File: config.mk
export PLATFORM = sky130hd
export DESIGN_NAME = dds_setup_command_sequencer_top
export DESIGN_NICKNAME = d
export VERILOG_FILES = /design/src/design/dds_seq_pkg.sv /design/src/design/dds_seq_tw_pipe.sv /design/src/design/dds_seq_emitter.sv /design/src/design/dds_setup_command_sequencer_top.sv
export SDC_FILE = /design/constraint.sdc
export NUM_CORES = 2
export LEC_CHECK = 0
export BUFFER_PORTS_ARGS = -buffer_cell sky130_fd_sc_hd__buf_4
export CAP_MARGIN = 30
export CORE_MARGIN = 4
export CORE_UTILIZATION = 60
export CTS_CLUSTER_DIAMETER = 50
export DETAILED_ROUTE_END_ITERATION = 7
export PLACE_DENSITY = 0.76
export SLEW_MARGIN = 20
export SYNTH_ARGS = -nofsm -noshare
export SYNTH_HDL_FRONTEND = slang
export SYNTH_SLANG_ARGS = --single-unit
File: constraint.sdc
create_clock -name aclk -period 44.3 [get_ports aclk]
set_clock_uncertainty 0.2 [all_clocks]
set_input_delay 8.86 -clock aclk [delete_from_list [all_inputs] [get_ports aclk]]
set_output_delay 8.86 -clock aclk [all_outputs]
set_load 0.005 [all_outputs]
File: src/design/dds_seq_pkg.sv
// Package for the DDS setup command sequencer: types, command codes, the
// reciprocal constants for the division by 10^7 and the word selection.
// No dependencies.
`timescale 1ns / 1ps

package dds_seq_pkg;

    // Field widths of a request and of a command word.
    localparam int FreqWidth   = 27;
    localparam int ScaleWidth  = 24;
    localparam int PhaseWidth  = 12;
    localparam int WordWidth   = 16;
    localparam int TwWidth     = 28;
    localparam int TwHalf      = 14;

    // Configuration register reset value (tuning word per MHz).
    localparam logic [ScaleWidth-1:0] ScaleReset = 24'd3579139;

    // The divisor 10^7 is 2^7 * 78125: the power of two is a shift. The odd
    // part is a multiplication by Recip = ceil(2^57 / 78125) and a shift by
    // 57. Recip * 78125 overshoots 2^57 by 3503, so for any dividend below
    // 2^44 the error stays below one and the floor is exact.
    localparam int ProdWidth     = FreqWidth + ScaleWidth;
    localparam int DivShift      = 7;
    localparam int DividendWidth = ProdWidth - DivShift;
    localparam int RecipWidth    = 41;
    localparam int RecipShift    = 57;
    localparam int RecipSumWidth = DividendWidth + RecipWidth;
    localparam logic [RecipWidth-1:0] Recip = 41'd1844674407371;

    // The dividend and the reciprocal are split into halves so that each
    // partial product stays near 22 x 21 bits.
    localparam int XLoWidth      = 22;
    localparam int XHiWidth      = DividendWidth - XLoWidth;
    localparam int RecipLoWidth  = 21;
    localparam int RecipHiWidth  = RecipWidth - RecipLoWidth;
    localparam logic [RecipLoWidth-1:0] RecipLo = Recip[RecipLoWidth-1:0];
    localparam logic [RecipHiWidth-1:0] RecipHi = Recip[RecipWidth-1:RecipLoWidth];

    // Command codes.
    localparam logic [WordWidth-1:0] CmdReset     = 16'h0100;
    localparam logic [WordWidth-1:0] CmdResetB28  = 16'h2100;
    localparam logic [WordWidth-1:0] TagFreq0     = 16'h4000;
    localparam logic [WordWidth-1:0] TagFreq1     = 16'h8000;
    localparam logic [WordWidth-1:0] TagPhase     = 16'hC000;
    localparam logic [WordWidth-1:0] CtrlB28      = 16'h2000;
    localparam logic [WordWidth-1:0] CtrlFsel     = 16'h0800;
    localparam logic [WordWidth-1:0] CtrlTriangle = 16'h2002;
    localparam logic [WordWidth-1:0] CtrlSine     = 16'h2000;
    localparam logic [WordWidth-1:0] CtrlSquare   = 16'h2028;

    typedef enum logic [1:0] {
        WAVE_TRIANGLE = 2'd0,
        WAVE_SINE     = 2'd1,
        WAVE_SQUARE   = 2'd2,
        WAVE_NONE     = 2'd3
    } wave_mode_t;

    // Position of a word within the command sequence of one request.
    typedef enum logic [2:0] {
        WORD_RESET     = 3'd0,
        WORD_RESET_B28 = 3'd1,
        WORD_FREQ_LO   = 3'd2,
        WORD_FREQ_HI   = 3'd3,
        WORD_PHASE     = 3'd4,
        WORD_CONTROL   = 3'd5
    } word_idx_t;

    // Request fields that travel alongside the tuning word computation.
    typedef struct packed {
        logic                  freq_select;
        wave_mode_t            wave_mode;
        logic [PhaseWidth-1:0] phase;
    } req_ctl_t;

    // A finished request handed from the tuning word pipeline to the emitter.
    typedef struct packed {
        logic [TwWidth-1:0] tuning_word;
        req_ctl_t           ctl;
    } tw_item_t;

    typedef struct packed {
        logic [WordWidth-1:0] word;
        logic                 last;
    } cmd_t;

    // Command word and end-of-sequence flag for one position of a request.
    function automatic cmd_t word_for(input word_idx_t idx, input tw_item_t it);
        cmd_t                 cmd;
        logic [WordWidth-1:0] tag;
        logic [WordWidth-1:0] fsel;
        tag  = it.ctl.freq_select ? TagFreq1 : TagFreq0;
        fsel = it.ctl.freq_select ? CtrlFsel : '0;
        cmd  = '{word: CmdReset, last: 1'b0};
        case (idx)
            WORD_RESET: begin
                cmd.word = CmdReset;
            end
            WORD_RESET_B28: begin
                cmd.word = CmdResetB28;
            end
            WORD_FREQ_LO: begin
                cmd.word = {2'b00, it.tuning_word[TwHalf-1:0]} | tag;
            end
            WORD_FREQ_HI: begin
                cmd.word = {2'b00, it.tuning_word[TwWidth-1:TwHalf]} | tag;
            end
            WORD_PHASE: begin
                cmd.word = {4'h0, it.ctl.phase} | TagPhase;
                cmd.last = (it.ctl.wave_mode == WAVE_NONE);
            end
            WORD_CONTROL: begin
                cmd.last = 1'b1;
                case (it.ctl.wave_mode)
                    WAVE_TRIANGLE: cmd.word = CtrlTriangle | fsel;
                    WAVE_SINE:     cmd.word = CtrlSine | fsel;
                    WAVE_SQUARE:   cmd.word = CtrlSquare | fsel;
                    default:       cmd.word = CtrlSine | fsel;
                endcase
            end
            default: begin
                cmd.word = CmdReset;
            end
        endcase
        return cmd;
    endfunction

endpackage

File: src/design/dds_seq_tw_pipe.sv
// Tuning word pipeline: input register, product stage, partial products of
// the reciprocal multiplication and the quotient stage. Depends on dds_seq_pkg.
`timescale 1ns / 1ps

module dds_seq_tw_pipe (
    input  logic                                aclk,
    input  logic                                aresetn,
    input  logic [dds_seq_pkg::ScaleWidth-1:0]  tuning_scale,
    input  logic                                in_valid,
    output logic                                in_ready,
    input  logic [dds_seq_pkg::FreqWidth-1:0]   in_freq,
    input  dds_seq_pkg::req_ctl_t               in_ctl,
    output logic                                out_valid,
    input  logic                                out_ready,
    output dds_seq_pkg::tw_item_t               out_item
);

    localparam int PpLlWidth = dds_seq_pkg::XLoWidth + dds_seq_pkg::RecipLoWidth;
    localparam int PpLhWidth = dds_seq_pkg::XLoWidth + dds_seq_pkg::RecipHiWidth;
    localparam int PpHlWidth = dds_seq_pkg::XHiWidth + dds_seq_pkg::RecipLoWidth;
    localparam int PpHhWidth = dds_seq_pkg::XHiWidth + dds_seq_pkg::RecipHiWidth;
    localparam int SumWidth  = dds_seq_pkg::RecipSumWidth;

    // Input register
    logic                                a_valid_reg;
    logic [dds_seq_pkg::FreqWidth-1:0]   a_freq_reg;
    dds_seq_pkg::req_ctl_t               a_ctl_reg;

    // Product register, already shifted by the power-of-two part of 10^7
    logic                                    b_valid_reg;
    logic [dds_seq_pkg::DividendWidth-1:0]   b_x_reg;
    dds_seq_pkg::req_ctl_t                   b_ctl_reg;

    // Partial products of the dividend and the reciprocal
    logic                    c_valid_reg;
    logic [PpLlWidth-1:0]    c_pp_ll_reg;
    logic [PpLhWidth-1:0]    c_pp_lh_reg;
    logic [PpHlWidth-1:0]    c_pp_hl_reg;
    logic [PpHhWidth-1:0]    c_pp_hh_reg;
    dds_seq_pkg::req_ctl_t   c_ctl_reg;

    // Quotient register
    logic                                d_valid_reg;
    logic [dds_seq_pkg::TwWidth-1:0]     d_tw_reg;
    dds_seq_pkg::req_ctl_t               d_ctl_reg;

    logic                                 a_adv;
    logic                                 b_adv;
    logic                                 c_adv;
    logic                                 d_adv;
    logic [dds_seq_pkg::ProdWidth-1:0]    product;
    logic [dds_seq_pkg::XLoWidth-1:0]     x_lo;
    logic [dds_seq_pkg::XHiWidth-1:0]     x_hi;
    logic [SumWidth-1:0]                  recip_sum;

    // A stage moves on when it is empty or when the stage after it moves.
    assign d_adv    = !d_valid_reg || out_ready;
    assign c_adv    = !c_valid_reg || d_adv;
    assign b_adv    = !b_valid_reg || c_adv;
    assign a_adv    = !a_valid_reg || b_adv;
    assign in_ready = a_adv;

    // Valid flags of all stages
    always_ff @(posedge aclk) begin
        if (!aresetn) begin
            a_valid_reg <= 1'b0;
            b_valid_reg <= 1'b0;
            c_valid_reg <= 1'b0;
            d_valid_reg <= 1'b0;
        end else begin
            if (a_adv) begin
                a_valid_reg <= in_valid;
            end
            if (b_adv) begin
                b_valid_reg <= a_valid_reg;
            end
            if (c_adv) begin
                c_valid_reg <= b_valid_reg;
            end
            if (d_adv) begin
                d_valid_reg <= c_valid_reg;
            end
        end
    end

    // Input register
    always_ff @(posedge aclk) begin
        if (a_adv && in_valid) begin
            a_freq_reg <= in_freq;
            a_ctl_reg  <= in_ctl;
        end
    end

    // Product stage: 27 x 24 bit multiply
    assign product = dds_seq_pkg::ProdWidth'(a_freq_reg)
                   * dds_seq_pkg::ProdWidth'(tuning_scale);

    always_ff @(posedge aclk) begin
        if (b_adv && a_valid_reg) begin
            b_x_reg   <= product[dds_seq_pkg::ProdWidth-1:dds_seq_pkg::DivShift];
            b_ctl_reg <= a_ctl_reg;
        end
    end

    // Partial products: each half of the dividend times each half of the
    // reciprocal.
    assign x_lo = b_x_reg[dds_seq_pkg::XLoWidth-1:0];
    assign x_hi = b_x_reg[dds_seq_pkg::DividendWidth-1:dds_seq_pkg::XLoWidth];

    always_ff @(posedge aclk) begin
        if (c_adv && b_valid_reg) begin
            c_pp_ll_reg <= PpLlWidth'(x_lo) * PpLlWidth'(dds_seq_pkg::RecipLo);
            c_pp_lh_reg <= PpLhWidth'(x_lo) * PpLhWidth'(dds_seq_pkg::RecipHi);
            c_pp_hl_reg <= PpHlWidth'(x_hi) * PpHlWidth'(dds_seq_pkg::RecipLo);
            c_pp_hh_reg <= PpHhWidth'(x_hi) * PpHhWidth'(dds_seq_pkg::RecipHi);
            c_ctl_reg   <= b_ctl_reg;
        end
    end

    // Quotient stage: align and add the partial products, then keep the bits
    // above the reciprocal shift.
    assign recip_sum = SumWidth'(c_pp_ll_reg)
                     + (SumWidth'(c_pp_lh_reg) << dds_seq_pkg::RecipLoWidth)
                     + (SumWidth'(c_pp_hl_reg) << dds_seq_pkg::XLoWidth)
                     + (SumWidth'(c_pp_hh_reg)
                        << (dds_seq_pkg::XLoWidth + dds_seq_pkg::RecipLoWidth));

    always_ff @(posedge aclk) begin
        if (d_adv && c_valid_reg) begin
            d_tw_reg  <= recip_sum[SumWidth-1:dds_seq_pkg::RecipShift];
            d_ctl_reg <= c_ctl_reg;
        end
    end

    // The dividend is below 2^44, so the quotient always fits 28 bits and
    // never reaches the 28-bit maximum of 2^28-1.
    assign out_valid              = d_valid_reg;
    assign out_item.tuning_word   = d_tw_reg;
    assign out_item.ctl           = d_ctl_reg;

endmodule

File: src/design/dds_seq_emitter.sv
// Command word emitter: holds one finished request and presents its command
// words in order from an output register. Depends on dds_seq_pkg.
`timescale 1ns / 1ps

module dds_seq_emitter (
    input  logic                                aclk,
    input  logic                                aresetn,
    input  logic                                in_valid,
    output logic                                in_ready,
    input  dds_seq_pkg::tw_item_t               in_item,
    output logic                                out_valid,
    input  logic                                out_ready,
    output logic [dds_seq_pkg::WordWidth-1:0]   out_word,
    output logic                                out_last
);

    logic                        busy_reg,  busy_next;
    dds_seq_pkg::tw_item_t       item_reg,  item_next;
    dds_seq_pkg::word_idx_t      idx_reg,   idx_next;
    dds_seq_pkg::cmd_t           cmd_reg,   cmd_next;
    logic                        take;

    assign take     = busy_reg && out_ready;
    assign in_ready = !busy_reg || (take && cmd_reg.last);

    // Load a new request after the last word of the previous one has gone,
    // otherwise step to the next word on each completed transaction.
    always_comb begin
        busy_next = busy_reg;
        item_next = item_reg;
        idx_next  = idx_reg;
        cmd_next  = cmd_reg;
        if (in_valid && in_ready) begin
            busy_next = 1'b1;
            item_next = in_item;
            idx_next  = dds_seq_pkg::WORD_RESET;
            cmd_next  = dds_seq_pkg::word_for(dds_seq_pkg::WORD_RESET, in_item);
        end else if (take && !cmd_reg.last) begin
            idx_next  = dds_seq_pkg::word_idx_t'(idx_reg + 3'd1);
            cmd_next  = dds_seq_pkg::word_for(idx_next, item_reg);
        end else if (take) begin
            busy_next = 1'b0;
        end
    end

    always_ff @(posedge aclk) begin
        if (!aresetn) begin
            busy_reg <= 1'b0;
        end else begin
            busy_reg <= busy_next;
        end
    end

    always_ff @(posedge aclk) begin
        item_reg <= item_next;
        idx_reg  <= idx_next;
        cmd_reg  <= cmd_next;
    end

    assign out_valid = busy_reg;
    assign out_word  = cmd_reg.word;
    assign out_last  = cmd_reg.last;

endmodule

File: src/design/dds_setup_command_sequencer_top.sv
// Top level of the DDS setup command sequencer: configuration register,
// tuning word pipeline and command word emitter. Depends on dds_seq_pkg,
// dds_seq_tw_pipe and dds_seq_emitter.
`timescale 1ns / 1ps

// Each setup request becomes five or six 16-bit command words: reset, reset
// with two-word write, the low and high 14 bits of the tuning word tagged with
// the register select, the phase word and, unless wave mode 3, a control word;
// m_tlast marks the final word. The tuning word is
// floor(frequency_tenths * tuning_scale / 10^7), computed by a 27 x 24 bit
// multiply, a shift by seven and a multiplication by a fixed reciprocal of
// 78125 split into four partial products. Words leave at one per cycle
// while m_tready is high; the request rate is set by the emitter's single
// output register, which loads the next request as the last word of the
// previous one is taken. The pipeline buffers up to four further requests,
// so s_tready stays high until those are full and then follows the
// emitter. tuning_scale is written through cfg_wr_en / cfg_wr_data and must
// only be changed while no request is in flight.

module dds_setup_command_sequencer_top (
    input  logic        aclk,
    input  logic        aresetn,
    // Configuration
    input  logic        cfg_wr_en,
    input  logic [23:0] cfg_wr_data,   // tuning_scale
    // Request stream
    input  logic        s_tvalid,
    output logic        s_tready,
    input  logic [39:0] s_tdata,       // [26:0] frequency_tenths, [38:27] phase, [39] zero
    input  logic [2:0]  s_tuser,       // [0] freq_select, [2:1] wave_mode
    // Command word stream
    output logic        m_tvalid,
    input  logic        m_tready,
    output logic [15:0] m_tdata,       // [15:0] command_word
    output logic        m_tlast        // last_word
);

    logic [dds_seq_pkg::ScaleWidth-1:0] tuning_scale_reg;
    dds_seq_pkg::req_ctl_t              req_ctl;
    dds_seq_pkg::tw_item_t              tw_item;
    logic                               tw_valid;
    logic                               tw_ready;

    // Configuration register
    always_ff @(posedge aclk) begin
        if (!aresetn) begin
            tuning_scale_reg <= dds_seq_pkg::ScaleReset;
        end else if (cfg_wr_en) begin
            tuning_scale_reg <= cfg_wr_data;
        end
    end

    // Unpack the request side-band fields
    assign req_ctl.freq_select = s_tuser[0];
    assign req_ctl.wave_mode   = dds_seq_pkg::wave_mode_t'(s_tuser[2:1]);
    assign req_ctl.phase       = s_tdata[38:27];

    dds_seq_tw_pipe u_tw_pipe (
        .aclk         (aclk),
        .aresetn      (aresetn),
        .tuning_scale (tuning_scale_reg),
        .in_valid     (s_tvalid),
        .in_ready     (s_tready),
        .in_freq      (s_tdata[26:0]),
        .in_ctl       (req_ctl),
        .out_valid    (tw_valid),
        .out_ready    (tw_ready),
        .out_item     (tw_item)
    );

    dds_seq_emitter u_emitter (
        .aclk      (aclk),
        .aresetn   (aresetn),
        .in_valid  (tw_valid),
        .in_ready  (tw_ready),
        .in_item   (tw_item),
        .out_valid (m_tvalid),
        .out_ready (m_tready),
        .out_word  (m_tdata),
        .out_last  (m_tlast)
    );

endmodule

; ---- Word level (Yosys, flattened, before mapping)
; Cells that the tools add are included.
[op_classes]
bitwise_logic = 2
reduce_logical = 22
addsub = 4
mul = 5
eq_ne = 8
mux = 8
[op_table]
columns = op, n
row1 = $mul A22 B20 Y42 const B, 4
row2 = $add A85 B64 Y85, 1
row3 = $add A85 B85 Y85, 1
row4 = $pmux W16 S5, 1
row5 = $add A42 B63 Y64, 1
row6 = $mul A27 B24 Y51, 1
row7 = $or A14 B16 Y16, 2
row8 = $mux W16, 1
row9 = $mux W12, 1
row10 = $pmux W6 S2, 1
row11 = $logic_and A1 B1 Y1, 8
row12 = $eq A3 B2 Y1 const B, 2
row13 = $eq A3 B3 Y1 const B, 2
row14 = $logic_not A1 Y1, 6
row15 = $logic_or A1 B1 Y1, 5
row16 = $eq A2 B2 Y1 const B, 2
row17 = $add A3 B1 Y3 const B, 1
row18 = $eq A3 B1 Y1 const B, 1
row19 = $mux W1, 3
row20 = $logic_not A2 Y1, 1
row21 = $ne A2 B1 Y1 const B, 1
row22 = $pmux W1 S2, 1
row23 = $reduce_and A2 Y1, 1
row24 = $reduce_bool A2 Y1, 1
[word_totals]
in_bits = 72
output_inout_bits = 19
word_cells = 81
regBits = 419

; ---- Logic depth before layout (Yosys ltp)
[logic_depth]
word_depth = 8
mapped_depth = 31
mapped_depth_nobuf = 29

; ---- By module
; A second synthesis with hierarchy kept.
[hier_totals]
cells_unflattened = 6485
hier_area_um2 = 69357.8
[modules_own_cells]
columns = module, area_per_inst_um2, instances, seq_area_each_um2, cells_per_inst
row1 = dds_seq_tw_pipe, 66032.1, 1, 9238.9, 6242
row2 = dds_seq_emitter, 2432.3, 1, 1711.6, 166
row3 = dds_setup_command_sequencer_top, 893.4, 1, 480.5, 77

; ---- Worst setup path after synthesis
; OpenSTA, ideal clock, no wires.
[synth_path]
path_type = input-to-reg
startpoint = in m_tready
endpoint = reg u_tw_pipe.c_ctl_reg[0] (netlist bit), enable pin
setup_slack_ns = 22.370
setup_ns = 0.928
t_required_ns = 43.172
t_arrival_ns = 20.802
path_buffers = 0
stages = 3
path_cell_list = a21boi_0 and2_1 a21boi_0
[synth_between]
elab_chain_len = 6
[synth_lines]
columns = element, line_no
row1 = from (decl), dds_setup_command_sequencer_top.sv:33  ; input logic m_tready,
row2 = $logic_and A1 B1 Y1, dds_seq_emitter.sv:23  ; assign take = busy_reg && out_ready;
row3 = $logic_and A1 B1 Y1, dds_seq_emitter.sv:24  ; assign in_ready = !busy_reg || (take && cmd_reg.last);
row4 = $logic_or A1 B1 Y1, dds_seq_emitter.sv:24
row5 = $logic_or A1 B1 Y1, dds_seq_tw_pipe.sv:57  ; assign d_adv = !d_valid_reg || out_ready;
row6 = $logic_or A1 B1 Y1, dds_seq_tw_pipe.sv:58  ; assign c_adv = !c_valid_reg || d_adv;
row7 = $logic_and A1 B1 Y1, dds_seq_tw_pipe.sv:111  ; if (c_adv && b_valid_reg) begin
row8 = to (signal assigned), dds_seq_tw_pipe.sv:116  ; c_ctl_reg <= b_ctl_reg;
row9 = to (decl), dds_seq_tw_pipe.sv:40  ; dds_seq_pkg::req_ctl_t c_ctl_reg;
; No other way between the ends.
; A chain may end at the register's enable or synchronous reset.

; ---- Worst setup path after layout
[layout_path]
startpoint = in m_tready
endpoint = out s_tready
[layout_between]
elab_chain_len = 7
[layout_lines]
columns = element, line_no
row1 = $logic_and A1 B1 Y1, dds_seq_emitter.sv:23
row2 = $logic_and A1 B1 Y1, dds_seq_emitter.sv:24
row3 = $logic_or A1 B1 Y1, dds_seq_emitter.sv:24
row4 = $logic_or A1 B1 Y1, dds_seq_tw_pipe.sv:57
row5 = $logic_or A1 B1 Y1, dds_seq_tw_pipe.sv:58
row6 = $logic_or A1 B1 Y1, dds_seq_tw_pipe.sv:59  ; assign b_adv = !b_valid_reg || c_adv;
row7 = $logic_or A1 B1 Y1, dds_seq_tw_pipe.sv:60  ; assign a_adv = !a_valid_reg || b_adv;
row8 = to (decl), dds_setup_command_sequencer_top.sv:28  ; output logic s_tready,
; No other way between the ends.

==> metrics <==
Yosys top cell area share=about two fifths; total negative slack=0 ps; Pre-antenna DRT Iters=8; commonest non-fill, non-tap cell in the layout=inv_1; H-Tree Depth=2; Area contributors post-synth=fa_1 39%, ha_1 17%, edfxtp_1 15%; GP Congestion=approximately 0.98; Post-synth EDFFs=between 300 and 400; number of buffers created by CTS=56; Final ANT Viol Nets=0; hold crit path type=flop to flop; row count=between 100 and 150; Detailed Route WL=174,900 um; Avg WL per Cell=approximately 21 um; CP endpoint kind=output port; 1st-iter DRT viols=about 3,400; Die ar.=between 100,000 and 150,000 um^2; CP required=about 35,000 ps; first-pass GRT wire length=about 280,000 um; setup repair after global routing missed its margin=no; area delta synth->final=6.988%; Synth Cell Area=70,400 um^2; post-CTS sizing=0; final setup violation count=0; crit path from=m_tready; Die Y=around 350 um; Slew headroom=between 30% and 40%; count of hold-fix buffers inserted at cts=0; max FFs per register=44; Mapped Cells=between 6,000 and 7,000; main flop type after synthesis=edfxtp_1; outcome=completed; Fin. Hold Viols=0; starting density of the core=just over 60%; overall die width=350.5 um; Startpoint Class=input pin; Yosys reg bits=397; total gr overflow=0; routed vias=46,700; hold path start=u_tw_pipe.out_item[5]; # Post-CTS Setup Buffers=0; DRC=0; maximum clock frequency=0.05121 GHz; final slew viol count=0; critical path class=input pin to output port; via count of the first global-routing pass=slightly above 50,000; Synth area leader=fa_1; Nets=9,188; Avg Synthesized Cell Area=10.51 um^2; Synthesized Nets=9,103; share of cells above drive strength 1=approximately 4.5%; min cycle time layout=~20,000 ps; count of cell types in the netlist=76; Critical Path AT=10,470 ps; worst-path fanout max=5; synth warn=0; clk slew on worst S/H paths=~60 ps; clk sink count=between 300 and 400; Synth async-reset ratio=0%; # fillers=9,147; max cap viols=0; worst r2r src=tuning_scale_reg[3]; most frequent cells in the layout=1,823 x inv_1, 1,380 x fa_1, 952 x ha_1, 431 x nand2_1, 348 x edfxtp_1; register area share after synthesis=16.24%; CORE AREA=116,400 um^2; number of I/O port buffers=89; worst slew pin tran=approximately 1000 ps; final worst path period share=between 40 and 50%; clk buf depth=3; Skew-Pair Late Insertion Delay=approximately 690 ps; I/O Pins=91; hpwl dp=142,100 um; largest net degree at the start of global routing=74; CTS Root Cell=clkbuf_16; vias per cell=roughly 5.6; initial antenna violation count=4; CTS tree=built; Overall Global Routing Usage=between 20 and 30%
==> Yosys cell counts (13+ instances only) <==
cell,number
a21o_1,112
a21oi_1,183
a22o_1,13
a31oi_1,14
and2_1,339
and3_1,31
clkbuf_1,148
dfxtp_1,49
edfxtp_1,348
fa_1,1380
ha_1,952
inv_1,1823
mux2i_1,29
nand2_1,431
nand2b_1,20
nand3_1,41
nand4_1,35
nor2_1,113
nor2b_1,59
nor3_1,33
o21a_1,26
o21ai_0,55
o21ai_1,25
o21bai_1,31
xnor2_1,167
xor2_1,76
==> cell families after synthesis <==
group | count (synthesis) | synth area share (%)
compound gates | 567 | 5.337
xor+xnor | 243 | 3.023
fa+ha+maj | 2332 | 56.16
buf+inv | 1975 | 10.53
flops | 397 | 16.24
mux | 29 | 0.4123
simple gates | 1156 | 8.296
==> layer usage <==
metal	up-vias	share of wire, %	global-route usage, %
li1	20760	-	-
met1	23760	41	40.32
met2	1800	47	48.56
met3	374	8.6	5.749
met4	6	3.5	8.886
met5	-	0.046	0.3140
==> worst max-delay path, stage by stage <==
cell      delay (ps)
buf_4            110
a21boi_0         450
and2_1           390
and3_1           380
nand2_1          130
buf_4            150
==> layout make-up <==
cell class / count / area [um^2] / share of cell area (%)
diodes: 1 / 2.502 / 0.003322
multi-input cells: 4327 / 51600 / 68.51
clock buffers: 62 / 1424 / 1.890
inverters: 1823 / 6843 / 9.085
clock inverters: 44 / 604.3 / 0.8023
well taps: 1524 / 1907 / 2.532
repair buffers: 179 / 1504 / 1.997
flip-flops and latches: 397 / 11430 / 15.18
==> path summary, 6_finish.rpt <==
kind / to / slack [ps] / cells past startpoint
min reg2reg: u_emitter.item_reg[5] / 210 / 0
max: s_tready / 24770 / 6
max reg2reg: u_tw_pipe.b_x_reg[41] / 35690 / 26
min: u_emitter.item_reg[5] / 210 / 0
==> stage by stage <==
step / std cells / cell area, um^2 / utilization [%] / hold slack, ps / setup WS, ps
after global placement: 8236 / 73020 / 62.75 / 200.5 / 24870
after detailed placement: 8244 / 73180 / 62.89 / 204.5 / 24760
after global routing: 8356 / 75320 / 64.73 / 221.8 / 24640
after CTS: 8350 / 75210 / 64.63 / 216.9 / 24770
final: 8357 / 75320 / 64.73 / 212.9 / 24770
after floorplan: 6699 / 70400 / - / 200.3 / 22370
Power is not shown: default switching activity piles up to over one toggle a cycle in this logic, so the estimate is an artifact.
